### src/rtl/core/psfr_pkg.sv
// Shared types, constants and functions for the peak smoothing framed reporter.
// No dependencies; psfr_front, psfr_back and the top level import this package.
package psfr_pkg;

    typedef enum logic [1:0] {
        OP_SAMPLE = 2'd0,
        OP_REPORT = 2'd1,
        OP_TEST   = 2'd2,
        OP_NONE   = 2'd3
    } t_op;

    typedef enum logic [1:0] {
        CMD_COMMIT = 2'd0,
        CMD_REPORT = 2'd1,
        CMD_TEST   = 2'd2,
        CMD_NONE   = 2'd3
    } t_cmd_kind;

    localparam int          QUEUE_DEPTH   = 4;
    localparam int          TEST_LEN      = 22;
    localparam logic [2:0]  LIGHT_SLOT    = 3'd3;
    localparam logic [7:0]  TOOL_RESET    = 8'hC8;
    localparam logic [7:0]  CHECK_POLY    = 8'h3C;

    function automatic logic [7:0] check_step(input logic [7:0] c, input logic [7:0] v);
        logic [7:0] x;
        logic [7:0] r;
        x = c ^ v;
        r = {x[0], x[7:1]};
        if (r[7]) begin
            r = r ^ CHECK_POLY;
        end
        return r;
    endfunction

    function automatic logic [7:0] test_byte(input logic [4:0] idx, input logic [7:0] tool);
        logic [7:0] b;
        unique case (idx)
            5'd0:  b = 8'd20;
            5'd1:  b = 8'h00;
            5'd2:  b = 8'hAA;
            5'd3:  b = 8'hC0;
            5'd4:  b = 8'h55;
            5'd5:  b = 8'h3F;
            5'd6:  b = 8'h31;
            5'd7:  b = 8'hF7;
            5'd8:  b = 8'h00;
            5'd9:  b = 8'h80;
            5'd10: b = 8'h00;
            5'd11: b = 8'h00;
            5'd12: b = 8'hFF;
            5'd13: b = 8'hFF;
            5'd14: b = 8'hCE;
            5'd15: b = 8'h08;
            5'd16: b = tool;
            5'd17: b = tool;
            5'd18: b = 8'h02;
            5'd19: b = 8'h01;
            5'd20: b = 8'h01;
            default: b = 8'h00;
        endcase
        return b;
    endfunction

endpackage

### src/rtl/core/psfr_queue.sv
// Short first-word-fall-through command queue between the front and back parts.
// Depends on nothing but its parameters.
module psfr_queue #(
    parameter int WIDTH = 8,
    parameter int DEPTH = 4
) (
    input  logic             i_clk,
    input  logic             i_rst_n,
    input  logic             i_push,
    input  logic [WIDTH-1:0] i_wdata,
    output logic             o_full,
    input  logic             i_pop,
    output logic [WIDTH-1:0] o_rdata,
    output logic             o_empty
);
    localparam int PW = (DEPTH > 1) ? $clog2(DEPTH) : 1;
    localparam int CW = $clog2(DEPTH + 1);

    logic [WIDTH-1:0] r_mem [DEPTH];
    logic [PW-1:0]    r_wr_ptr;
    logic [PW-1:0]    n_wr_ptr;
    logic [PW-1:0]    r_rd_ptr;
    logic [PW-1:0]    n_rd_ptr;
    logic [CW-1:0]    r_count;
    logic [CW-1:0]    n_count;
    logic             do_push;
    logic             do_pop;

    assign o_full  = (r_count == CW'(DEPTH));
    assign o_empty = (r_count == '0);
    assign o_rdata = r_mem[r_rd_ptr];
    assign do_push = i_push && !o_full;
    assign do_pop  = i_pop && !o_empty;

    always_comb begin
        n_wr_ptr = r_wr_ptr;
        n_rd_ptr = r_rd_ptr;
        n_count  = r_count;
        if (do_push) begin
            n_wr_ptr = (r_wr_ptr == PW'(DEPTH - 1)) ? '0 : r_wr_ptr + 1'b1;
        end
        if (do_pop) begin
            n_rd_ptr = (r_rd_ptr == PW'(DEPTH - 1)) ? '0 : r_rd_ptr + 1'b1;
        end
        if (do_push && !do_pop) begin
            n_count = r_count + 1'b1;
        end else if (do_pop && !do_push) begin
            n_count = r_count - 1'b1;
        end
    end

    always_ff @(posedge i_clk) begin
        if (!i_rst_n) begin
            r_wr_ptr <= '0;
            r_rd_ptr <= '0;
            r_count  <= '0;
        end else begin
            r_wr_ptr <= n_wr_ptr;
            r_rd_ptr <= n_rd_ptr;
            r_count  <= n_count;
        end
    end

    always_ff @(posedge i_clk) begin
        if (do_push) begin
            r_mem[r_wr_ptr] <= i_wdata;
        end
    end

endmodule

### src/rtl/core/psfr_front.sv
// Front part: accepts input words, tracks the burst peak and queues commands.
// Depends on psfr_pkg.
module psfr_front #(
    parameter int SLOTS       = 6,
    parameter int SAMPLE_BITS = 10,
    parameter int CMD_W       = 8
) (
    input  logic             i_clk,
    input  logic             i_rst_n,
    input  logic             i_valid,
    output logic             o_ready,
    input  logic [1:0]       i_op,
    input  logic [2:0]       i_slot,
    input  logic [9:0]       i_sample,
    input  logic             i_first,
    input  logic             i_last,
    input  logic             i_q_full,
    output logic             o_q_push,
    output logic [CMD_W-1:0] o_q_data
);
    import psfr_pkg::*;

    localparam int IDX_W = $clog2(SLOTS);

    logic [SAMPLE_BITS-1:0] r_peak;
    logic [SAMPLE_BITS-1:0] n_peak;
    logic [SAMPLE_BITS-1:0] samp;
    logic [4:0]             slot_ext;
    logic                   slot_ok;
    logic                   accept;
    t_op                    op;
    t_cmd_kind              kind;

    assign o_ready  = !i_q_full;
    assign accept   = i_valid && !i_q_full;
    assign op       = t_op'(i_op);
    assign samp     = SAMPLE_BITS'(i_sample);
    assign slot_ext = {2'b00, i_slot};
    assign slot_ok  = (i_slot != 3'd0) && (slot_ext < 5'(SLOTS));

    always_comb begin
        n_peak   = r_peak;
        o_q_push = 1'b0;
        kind     = CMD_NONE;
        unique case (op)
            OP_SAMPLE: begin
                if (i_first || (samp > r_peak)) begin
                    n_peak = samp;
                end
                kind     = CMD_COMMIT;
                o_q_push = accept && i_last && slot_ok;
            end
            OP_REPORT: begin
                kind     = CMD_REPORT;
                o_q_push = accept;
            end
            OP_TEST: begin
                kind     = CMD_TEST;
                o_q_push = accept;
            end
            default: begin
                kind     = CMD_NONE;
            end
        endcase
    end

    assign o_q_data = {kind, (i_slot == LIGHT_SLOT), slot_ext[IDX_W-1:0], n_peak};

    always_ff @(posedge i_clk) begin
        if (!i_rst_n) begin
            r_peak <= '0;
        end else if (accept) begin
            r_peak <= n_peak;
        end
    end

endmodule

### src/rtl/core/psfr_back.sv
// Back part: holds the smoothed values, applies commits and serializes frames.
// Depends on psfr_pkg.
module psfr_back #(
    parameter int SLOTS       = 6,
    parameter int SAMPLE_BITS = 10,
    parameter int CMD_W       = 8
) (
    input  logic             i_clk,
    input  logic             i_rst_n,
    input  logic             i_cfg_we,
    input  logic [7:0]       i_cfg_wdata,
    input  logic [CMD_W-1:0] i_q_data,
    input  logic             i_q_empty,
    output logic             o_q_pop,
    output logic             o_valid,
    input  logic             i_ready,
    output logic [7:0]       o_byte,
    output logic             o_last
);
    import psfr_pkg::*;

    localparam int IDX_W     = $clog2(SLOTS);
    localparam int SW        = SAMPLE_BITS;
    localparam int FRAME_MAX = (2 * SLOTS + 2 > TEST_LEN) ? (2 * SLOTS + 2) : TEST_LEN;
    localparam int CNT_W     = $clog2(FRAME_MAX);

    typedef enum logic [2:0] {
        ST_IDLE   = 3'b001,
        ST_REPORT = 3'b010,
        ST_TEST   = 3'b100
    } t_back_state;

    t_back_state     r_state;
    t_back_state     n_state;
    logic [CNT_W-1:0] r_cnt;
    logic [CNT_W-1:0] n_cnt;
    logic [7:0]       r_csum;
    logic [7:0]       n_csum;
    logic             r_valid;
    logic             n_valid;
    logic [7:0]       r_byte;
    logic [7:0]       n_byte;
    logic             r_last;
    logic             n_last;
    logic [7:0]       r_tool;
    logic [SW-1:0]    r_store [SLOTS];

    logic [1:0]       q_kind_raw;
    t_cmd_kind        q_kind;
    logic             q_light;
    logic [IDX_W-1:0] q_slot;
    logic [SW-1:0]    q_peak;
    logic             adv;
    logic [CNT_W-1:0] cnt_half;
    logic [IDX_W-1:0] word_idx;
    logic [IDX_W-1:0] rd_idx;
    logic [SW-1:0]    rd_val;
    logic [15:0]      word;
    logic [7:0]       data_byte;
    logic [SW+1:0]    sum;
    logic [SW-1:0]    new_val;
    logic             commit_we;

    assign {q_kind_raw, q_light, q_slot, q_peak} = i_q_data;
    assign q_kind    = t_cmd_kind'(q_kind_raw);
    assign adv       = !r_valid || i_ready;
    assign cnt_half  = r_cnt >> 1;
    assign word_idx  = cnt_half[IDX_W-1:0];
    assign rd_idx    = (r_state == ST_IDLE) ? q_slot : word_idx;
    assign rd_val    = (32'(rd_idx) < SLOTS) ? r_store[rd_idx] : '0;
    assign word      = (word_idx == '0) ? 16'(2 * SLOTS) : 16'(rd_val);
    assign data_byte = r_cnt[0] ? word[15:8] : word[7:0];

    always_comb begin
        if (q_light) begin
            sum = (SW + 2)'(rd_val) + (SW + 2)'({rd_val, 1'b0}) + (SW + 2)'(q_peak);
        end else begin
            sum = (SW + 2)'(rd_val) + (SW + 2)'(q_peak) + (SW + 2)'({q_peak, 1'b0});
        end
    end
    assign new_val = sum[SW+1:2];

    always_comb begin
        n_state   = r_state;
        n_cnt     = r_cnt;
        n_csum    = r_csum;
        n_valid   = r_valid && !i_ready;
        n_byte    = r_byte;
        n_last    = r_last;
        o_q_pop   = 1'b0;
        commit_we = 1'b0;
        unique case (r_state)
            ST_IDLE: begin
                if (!i_q_empty) begin
                    o_q_pop = 1'b1;
                    unique case (q_kind)
                        CMD_COMMIT: begin
                            commit_we = 1'b1;
                        end
                        CMD_REPORT: begin
                            n_state = ST_REPORT;
                            n_cnt   = '0;
                            n_csum  = '0;
                        end
                        CMD_TEST: begin
                            n_state = ST_TEST;
                            n_cnt   = '0;
                        end
                        default: begin
                            n_state = ST_IDLE;
                        end
                    endcase
                end
            end
            ST_REPORT: begin
                if (adv) begin
                    n_valid = 1'b1;
                    n_cnt   = r_cnt + 1'b1;
                    n_last  = 1'b0;
                    if (r_cnt < CNT_W'(2 * SLOTS)) begin
                        n_byte = data_byte;
                        n_csum = check_step(r_csum, data_byte);
                    end else if (r_cnt == CNT_W'(2 * SLOTS)) begin
                        n_byte = r_csum;
                    end else begin
                        n_byte  = r_tool;
                        n_last  = 1'b1;
                        n_state = ST_IDLE;
                    end
                end
            end
            ST_TEST: begin
                if (adv) begin
                    n_valid = 1'b1;
                    n_cnt   = r_cnt + 1'b1;
                    n_byte  = test_byte(r_cnt[4:0], r_tool);
                    n_last  = (r_cnt == CNT_W'(TEST_LEN - 1));
                    if (n_last) begin
                        n_state = ST_IDLE;
                    end
                end
            end
            default: begin
                n_state = ST_IDLE;
            end
        endcase
    end

    always_ff @(posedge i_clk) begin
        if (!i_rst_n) begin
            r_state <= ST_IDLE;
            r_cnt   <= '0;
            r_csum  <= '0;
            r_valid <= 1'b0;
            r_tool  <= TOOL_RESET;
            for (int i = 0; i < SLOTS; i++) begin
                r_store[i] <= '0;
            end
        end else begin
            r_state <= n_state;
            r_cnt   <= n_cnt;
            r_csum  <= n_csum;
            r_valid <= n_valid;
            if (i_cfg_we) begin
                r_tool <= i_cfg_wdata;
            end
            if (commit_we) begin
                r_store[q_slot] <= new_val;
            end
        end
    end

    always_ff @(posedge i_clk) begin
        r_byte <= n_byte;
        r_last <= n_last;
    end

    assign o_valid = r_valid;
    assign o_byte  = r_byte;
    assign o_last  = r_last;

endmodule

### src/rtl/core/peak_smoothing_framed_reporter.sv
// Top level of the peak smoothing framed reporter: front, command queue and back.
// Depends on psfr_pkg, psfr_front, psfr_queue and psfr_back.
//
//  Channel   Direction  Contents
//  s_axis    in         tdata {sample, slot}, tuser {first_of_burst, op}, tlast last_of_burst
//  m_axis    out        tdata tx_byte, tlast frame_end
//  cfg       in         i_cfg_we / i_cfg_wdata write tool_code
//
// A sample is taken when accepted; a burst end to a valid slot also queues a commit for the back part.
// A report frame holds 2*SLOTS+2 bytes and a test frame 22, one byte per cycle while
// m_axis_tready allows it, paced by the single output register.
// The four-entry command queue lets samples flow while a frame drains or stalls.
// Reset is synchronous and active low and clears the peak and all smoothed values.
module peak_smoothing_framed_reporter #(
    parameter int SLOTS       = 6,
    parameter int SAMPLE_BITS = 10
) (
    input  logic        i_clk,
    input  logic        i_rst_n,
    input  logic        s_axis_tvalid,
    output logic        s_axis_tready,
    input  logic [15:0] s_axis_tdata,   // [2:0] slot, [12:3] sample, [15:13] zero
    input  logic [2:0]  s_axis_tuser,   // [1:0] op, [2] first_of_burst
    input  logic        s_axis_tlast,
    output logic        m_axis_tvalid,
    input  logic        m_axis_tready,
    output logic [7:0]  m_axis_tdata,   // [7:0] tx_byte
    output logic        m_axis_tlast,
    input  logic        i_cfg_we,
    input  logic [7:0]  i_cfg_wdata
);
    import psfr_pkg::*;

    localparam int IDX_W = $clog2(SLOTS);
    localparam int CMD_W = 2 + 1 + IDX_W + SAMPLE_BITS;

    logic             q_push;
    logic             q_pop;
    logic             q_full;
    logic             q_empty;
    logic [CMD_W-1:0] q_wdata;
    logic [CMD_W-1:0] q_rdata;

    psfr_front #(
        .SLOTS       (SLOTS),
        .SAMPLE_BITS (SAMPLE_BITS),
        .CMD_W       (CMD_W)
    ) u_front (
        .i_clk    (i_clk),
        .i_rst_n  (i_rst_n),
        .i_valid  (s_axis_tvalid),
        .o_ready  (s_axis_tready),
        .i_op     (s_axis_tuser[1:0]),
        .i_slot   (s_axis_tdata[2:0]),
        .i_sample (s_axis_tdata[12:3]),
        .i_first  (s_axis_tuser[2]),
        .i_last   (s_axis_tlast),
        .i_q_full (q_full),
        .o_q_push (q_push),
        .o_q_data (q_wdata)
    );

    psfr_queue #(
        .WIDTH (CMD_W),
        .DEPTH (QUEUE_DEPTH)
    ) u_queue (
        .i_clk   (i_clk),
        .i_rst_n (i_rst_n),
        .i_push  (q_push),
        .i_wdata (q_wdata),
        .o_full  (q_full),
        .i_pop   (q_pop),
        .o_rdata (q_rdata),
        .o_empty (q_empty)
    );

    psfr_back #(
        .SLOTS       (SLOTS),
        .SAMPLE_BITS (SAMPLE_BITS),
        .CMD_W       (CMD_W)
    ) u_back (
        .i_clk       (i_clk),
        .i_rst_n     (i_rst_n),
        .i_cfg_we    (i_cfg_we),
        .i_cfg_wdata (i_cfg_wdata),
        .i_q_data    (q_rdata),
        .i_q_empty   (q_empty),
        .o_q_pop     (q_pop),
        .o_valid     (m_axis_tvalid),
        .i_ready     (m_axis_tready),
        .o_byte      (m_axis_tdata),
        .o_last      (m_axis_tlast)
    );

endmodule
### config.mk
export PLATFORM = sky130hd
export DESIGN_NAME = peak_smoothing_framed_reporter
export DESIGN_NICKNAME = d
export VERILOG_FILES = /design/src/rtl/core/psfr_pkg.sv /design/src/rtl/core/psfr_queue.sv /design/src/rtl/core/psfr_front.sv /design/src/rtl/core/psfr_back.sv /design/src/rtl/core/peak_smoothing_framed_reporter.sv
export SDC_FILE = /design/constraint.sdc
export NUM_CORES = 1
export LEC_CHECK = 0
export ABC_AREA = 1
export BUFFER_PORTS_ARGS = -buffer_cell sky130_fd_sc_hd__buf_2
export CAP_MARGIN = 20
export CELL_PAD_IN_SITES_DETAIL_PLACEMENT = 0
export CELL_PAD_IN_SITES_GLOBAL_PLACEMENT = 2
export CORE_MARGIN = 2
export CORE_UTILIZATION = 39
export CTS_CLUSTER_SIZE = 24
export DETAILED_ROUTE_END_ITERATION = 6
export PLACE_DENSITY_LB_ADDON = 0.1
export RECOVER_POWER = 100
export SETUP_SLACK_MARGIN = 0.05
export SYNTH_ARGS = -nofsm -noshare
export SYNTH_HDL_FRONTEND = slang
export SYNTH_HIERARCHICAL = 1
export SYNTH_SLANG_ARGS = --single-unit
### constraint.sdc
create_clock -name i_clk -period 5.1 [get_ports i_clk]
set_input_delay 0.51 -clock i_clk [delete_from_list [all_inputs] [get_ports i_clk]]
set_output_delay 0.51 -clock i_clk [all_outputs]
set_load 0.01 [all_outputs]
== Yosys cells after proc, flatten, opt, wreduce, memory -nomap -nowiden ==
Memory sizes are Yosys's and may differ from the RTL's. A register that Yosys moved wholly into a read port is not among the register bits.
Index checks and enable logic that the tools add are counted.

* Register bits after elaboration: 51
* RAM bits: 124
* Memories kept: 2

{| class="wikitable"
|+ Memories
! name !! words !! width !! read ports !! clocked after Yosys merged registers in !! wr ports !! line !! text
|-
| u_queue.r_mem || 4 || 16 || 1 || 1 || 1 || psfr_queue.sv:19 || <nowiki>logic [WIDTH-1:0] r_mem [DEPTH];</nowiki>
|-
| u_back.r_store || 6 || 10 || 1 || 0 || 6 || psfr_back.sv:46 || <nowiki>logic [SW-1:0] r_store [SLOTS];</nowiki>
|}

* Add/sub/neg operators: 9
* $lt $le $gt $ge: 4
* Equality and inequality tests: 39
* Muxes and demuxes: 60
* Bitwise logic cells: 2
* Reductions and logical operators: 38

{| class="wikitable"
|+ Operators with widths
! operator !! number
|-
| 8-bit case mux with 14 select lines || 1
|-
| 8-bit 2-to-1 mux || 10
|-
| 10-bit 2-to-1 mux || 5
|-
| 8-bit case mux with 2 select lines || 2
|-
| 5-bit equality test, second input constant || 6
|-
| 3-bit 2-to-1 mux || 10
|-
| 5-bit by 4-bit equality test with 1-bit output, second input constant || 5
|-
| 5-bit by 3-bit equality test with 1-bit output, second input constant || 4
|-
| 1-bit 2-to-1 mux || 18
|-
| 3-bit case mux with 3 select lines || 2
|-
| 5-bit 2-to-1 mux || 3
|-
| 10-bit by 11-bit adder with 12-bit output || 1
|-
| 12-bit by 10-bit adder with 12-bit output || 1
|-
| 12-bit by 11-bit adder with 12-bit output || 1
|-
| 12-bit 2-to-1 mux || 1
|-
| 2-bit != test, second input constant || 6
|-
| 2-bit OR reduction || 6
|-
| 10-bit by 10-bit adder with 11-bit output || 1
|-
| 5-bit by 2-bit equality test with 1-bit output, second input constant || 2
|-
| 10-bit > comparator || 1
|-
| 2-bit by 1-bit != test with 1-bit output, second input constant || 5
|-
| 5-bit case mux with 2 select lines || 1
|-
| 10-bit OR reduction || 1
|-
| 1-bit logical AND || 9
|-
| 27 further kinds || 50
|}

== Longest topological paths before layout ==
* Depth after elaboration: 12
* Mapped depth: 31

== Cells and area by module ==
The synthesis kept the hierarchy.

{| class="wikitable"
|+ Modules (own cells, without submodules)
! module !! instances !! cells an instance !! area each (um^2) !! seq. area each (um^2)
|-
| psfr_back || 1 || 795 || 6447.4 || 2632.5
|-
| psfr_queue || 1 || 226 || 2855.2 || 2102.0
|-
| psfr_front || 1 || 159 || 1161.1 || 200.2
|}

== Worst setup path before layout ==
Ideal clock, no wire load.

* Path type: register to register
* From: register (tool-made name)
* To: memory u_back/r_store[4][7] (netlist bit) (data pin)
* Library setup time: 0.266 ns
* Data arrival time: 4.049 ns
* Setup slack: 0.785 ns
* Cell stages (with the launch flop): 26
* Buffers on the path: 3
* Period minus slack after synthesis: 4.315 ns
* Cell sequence: dfxtp_1 -> inv_2 -> buf_2 -> o21ai_1 -> o22ai_1 -> nand4_2 -> nand2_2 -> buf_6 -> buf_6 -> nor2_1 -> o31ai_2 -> fa_1 -> ha_1 -> a21oi_1 -> nand2_1 -> nand2_1 -> nand2_1 -> a21oi_1 -> nor2_1 -> nor2_1 -> o21bai_1 -> or2_2 -> a21oi_1 -> nor2_1 -> nand2_1 -> nor2_1

{| class="wikitable"
|+ RTL lines
! what !! line
|-
| end: declaration || psfr_back.sv:46
|}

==> flow_metrics.env <==
export IMPL_outcome="finished, violations left"
export IMPL_violations="capacitance limit, slew limit"
export IMPL_end_kind="flop"
export IMPL_die_x_um=168
export IMPL_numCtsBuffers=17
export IMPL_relSlewSlack=-0.0484
export IMPL_yosysUniqueCellTypes=49
export IMPL_route_vias_total=7898
export IMPL_cts_htree_levels=4
export IMPL_io_buffers=40
export IMPL_slowest_delay_ns=0.48
export IMPL_core_region_area_mm2=0.0262
export IMPL_dieArea_mm2=0.0282
export IMPL_synth_seq_cells=179
export IMPL_pin_count=44
export IMPL_avgSynthCellArea_um2=8.87
export IMPL_diodes=0
export IMPL_clk_pin_slew_ns=0.08
export IMPL_num_rows=59
export IMPL_tightest_slew_ns=1.57
export IMPL_nets=1329
export IMPL_maxCapViolCount=4
export IMPL_clk_path_buf_depth=2
export IMPL_start_kind="flop"
export IMPL_antenna_left=0
export IMPL_cp_common_cell="nand2_1"
export IMPL_drv_slew=51
export IMPL_antenna_found_initial=0
export IMPL_grtUsageTotal=0.192
export IMPL_globalplace_congestion=0.810
export IMPL_ys_warn_count=6
export IMPL_synthMuxAreaShare=0
export IMPL_final_cell_mix="nand2_1 (206), nor2_1 (169), inv_1 (155), edfxtp_1 (135), a21oi_1 (67)"
export IMPL_async_flop_share=0
export IMPL_clock_skew_ns=0.0219
export IMPL_synth_fa_ha_area_frac=0.0952
export IMPL_synth_cell_area_mm2=0.0105
export IMPL_hpwl_mm=19.2
export IMPL_die_y_um=168
export IMPL_regArea_mm2=0.00494
export IMPL_cts_root_buf="clkbuf_16"
export IMPL_period_needed_ns=4.63
export IMPL_grt_pass1_vias=7811
export IMPL_grt_first_pass_wirelength_mm=42.2
export IMPL_synth_compound_area_share=0.119
export IMPL_hold_class="in2reg"
export IMPL_drc=0
export IMPL_crit_type="reg2reg"
export IMPL_multi_input_area_mm2=0.00462
export IMPL_setup_viol_count_final=0
export IMPL_synth_top_cell_area_share=0.387
export IMPL_grt_max_degree=30
export IMPL_synthTopCellsByArea="edfxtp_1 (39%), dfxtp_1 (8.4%), nand2_1 (6.9%)"
export IMPL_cp_cell_sequence="inv_4 > nor2_1 > o22ai_2 > inv_1 > o21ai_4 > buf_4 > o21ai_0 > o22ai_1 > nand2_1 > nand2_1 > fa_1 > ha_1 > a21oi_1 > o21ai_0 > a221oi_1 > nand3_2 > nand3_1 > nand2_1 > nand2_1 > nor2_1"
export IMPL_rsz0062_at_grt="false"
export IMPL_post_cts_resized=0
export IMPL_post_drt_wl_per_cell_um=16.3
export IMPL_yosysSeqAreaShare=0.472
export IMPL_n_fill_cell=2655
export IMPL_cpMaxStageDelayCell="a221oi_1"
export IMPL_tritoncts="done"
export IMPL_synthCells=1180
export IMPL_grt_ovfl_total=0
export IMPL_synth_top_family_by_area="simple AND/OR/NAND/NOR gates"
export IMPL_final_common_cell="nand2_1"
export IMPL_synth_xor_area_share=0.00419
export IMPL_post_cts_setup_buffers=0
export IMPL_synth_top_area_cell="edfxtp_1"
export IMPL_cp_arrival_ns=4.80
export IMPL_yosys_area_share_simple=0.229
export IMPL_crit_required_ns=5.26
export IMPL_drt_iter0_drc=561
export IMPL_synth_edf_count=135
export IMPL_hold_viol_final=0
export IMPL_cts_sinks=179
export IMPL_drive_above_1_share=0.119
export IMPL_setup_tns_ns=0
export IMPL_synth_flop_cell="edfxtp_1"
export IMPL_timing_fmax_mhz=216
export IMPL_routed_wl_mm=25.7
export IMPL_start_util=0.399
export IMPL_viasPerCell=5.01
export IMPL_ctsHoldBuffers=0
export IMPL_area_delta_synth_final_pct=10.6
export IMPL_drtPass1Iterations=5
export IMPL_fin_crit_sh=0.908
export IMPL_syn_nets=1280
export IMPL_clk_latency_ns=0.44
export IMPL_critPathMaxFanout=12
[per-stage QoR]
stage	instances	util	cell area [um2]	setup slack, ns	hold slack (ns)
finish	1577	0.441	11600	0.468	0.292
floorplan	1180	-	10500	0.785	0.435
global route	1577	0.441	11600	0.0655	0.293
detailed placement	1545	0.422	11100	0.0671	0.474
global placement	1545	0.422	11100	0.108	0.470
CTS	1577	0.445	11700	0.0756	0.275
[path summary, 6_finish.rpt]
| check | start | to | slack [ns] | depth (start not counted) |
|---|---|---|---|---|
| max reg2reg | flop | u_back/r_store[4][8]$_SDFFCE_PN0P_ | 0.47 | 20 |
| max | flop | u_back/r_store[4][8]$_SDFFCE_PN0P_ | 0.47 | 20 |
| min reg2reg | u_back/r_csum[2]$_SDFFE_PN0P_ | u_back/r_csum[2]$_SDFFE_PN0P_ | 0.48 | 2 |
| min | i_cfg_wdata[3] | u_back/r_tool[3]$_SDFFE_PN1P_ | 0.29 | 3 |
[state kept, by name, indices dropped and copies added, names as in the netlist, named ones only]
name	flops
u_queue/r_mem	64
u_queue/r_rd_ptr	2
u_queue/r_wr_ptr	2
u_back/o_last	1
u_queue/r_count	3
u_back/o_byte	8
u_back/o_valid	1
u_back/r_state	3
u_back/r_cnt	5
u_back/r_store	62
u_back/r_tool	8
u_front/r_peak	10
u_back/r_csum	8
[per-layer routing]
metal / GRT usage / vias to the layer above / share of wire
li1: - / 4050 / -
met1: 0.262 / 3722 / 0.48
met2: 0.328 / 112 / 0.48
met3: 0.0249 / 14 / 0.026
met4: 0.0393 / 0 / 0.0083
met5: 0 / - / 0
[worst max-delay path: cells and delay by family, from the launching register on]
kind,cells,cell delay [ns]
AO/OA/AOI/OAI,7,1.78
adder cells (fa/ha/maj),2,0.85
buffers and inverters,3,0.51
flip-flops,1,0.39
AND/OR/NAND/NOR,8,0.86
[synthesized netlist by cell type (5+ instances only)]
cell type	number
inv_1	154
nand2_1	191
inv_2	6
buf_6	5
a211oi_1	6
a21oi_1	67
nor2_2	6
ha_1	46
fa_1	21
o22ai_1	28
buf_4	9
o21ai_1	31
nand3_2	31
o21ai_0	62
dfxtp_1	44
clkbuf_1	10
nand2_2	22
o21ai_2	6
buf_2	12
nor3_1	16
nand3_1	52
nand4_1	6
nor2_1	167
edfxtp_1	135
[kinds of logic (layout without fill, tap and decap cells)]
logic type,Yosys count,count (layout)
DFF,179,179
and+or+nand+nor,510,510
xor gates and xnor gates,5,5
buffers and inverters,200,262
adders and majority gates,67,67
AOI/OAI and AO/OA,219,219
[layout make-up]
class | count | share of cell area
clock buffers | 18 | 0.0371
clock inverters | 14 | 0.0145
inverters | 163 | 0.0531
multi-input cells | 801 | 0.399
flip-flops and latches | 179 | 0.427
well taps | 335 | 0.0362
repair buffers | 67 | 0.0331
Power is not shown: default switching activity piles up to over one toggle a cycle in this logic, so the estimate is an artifact.
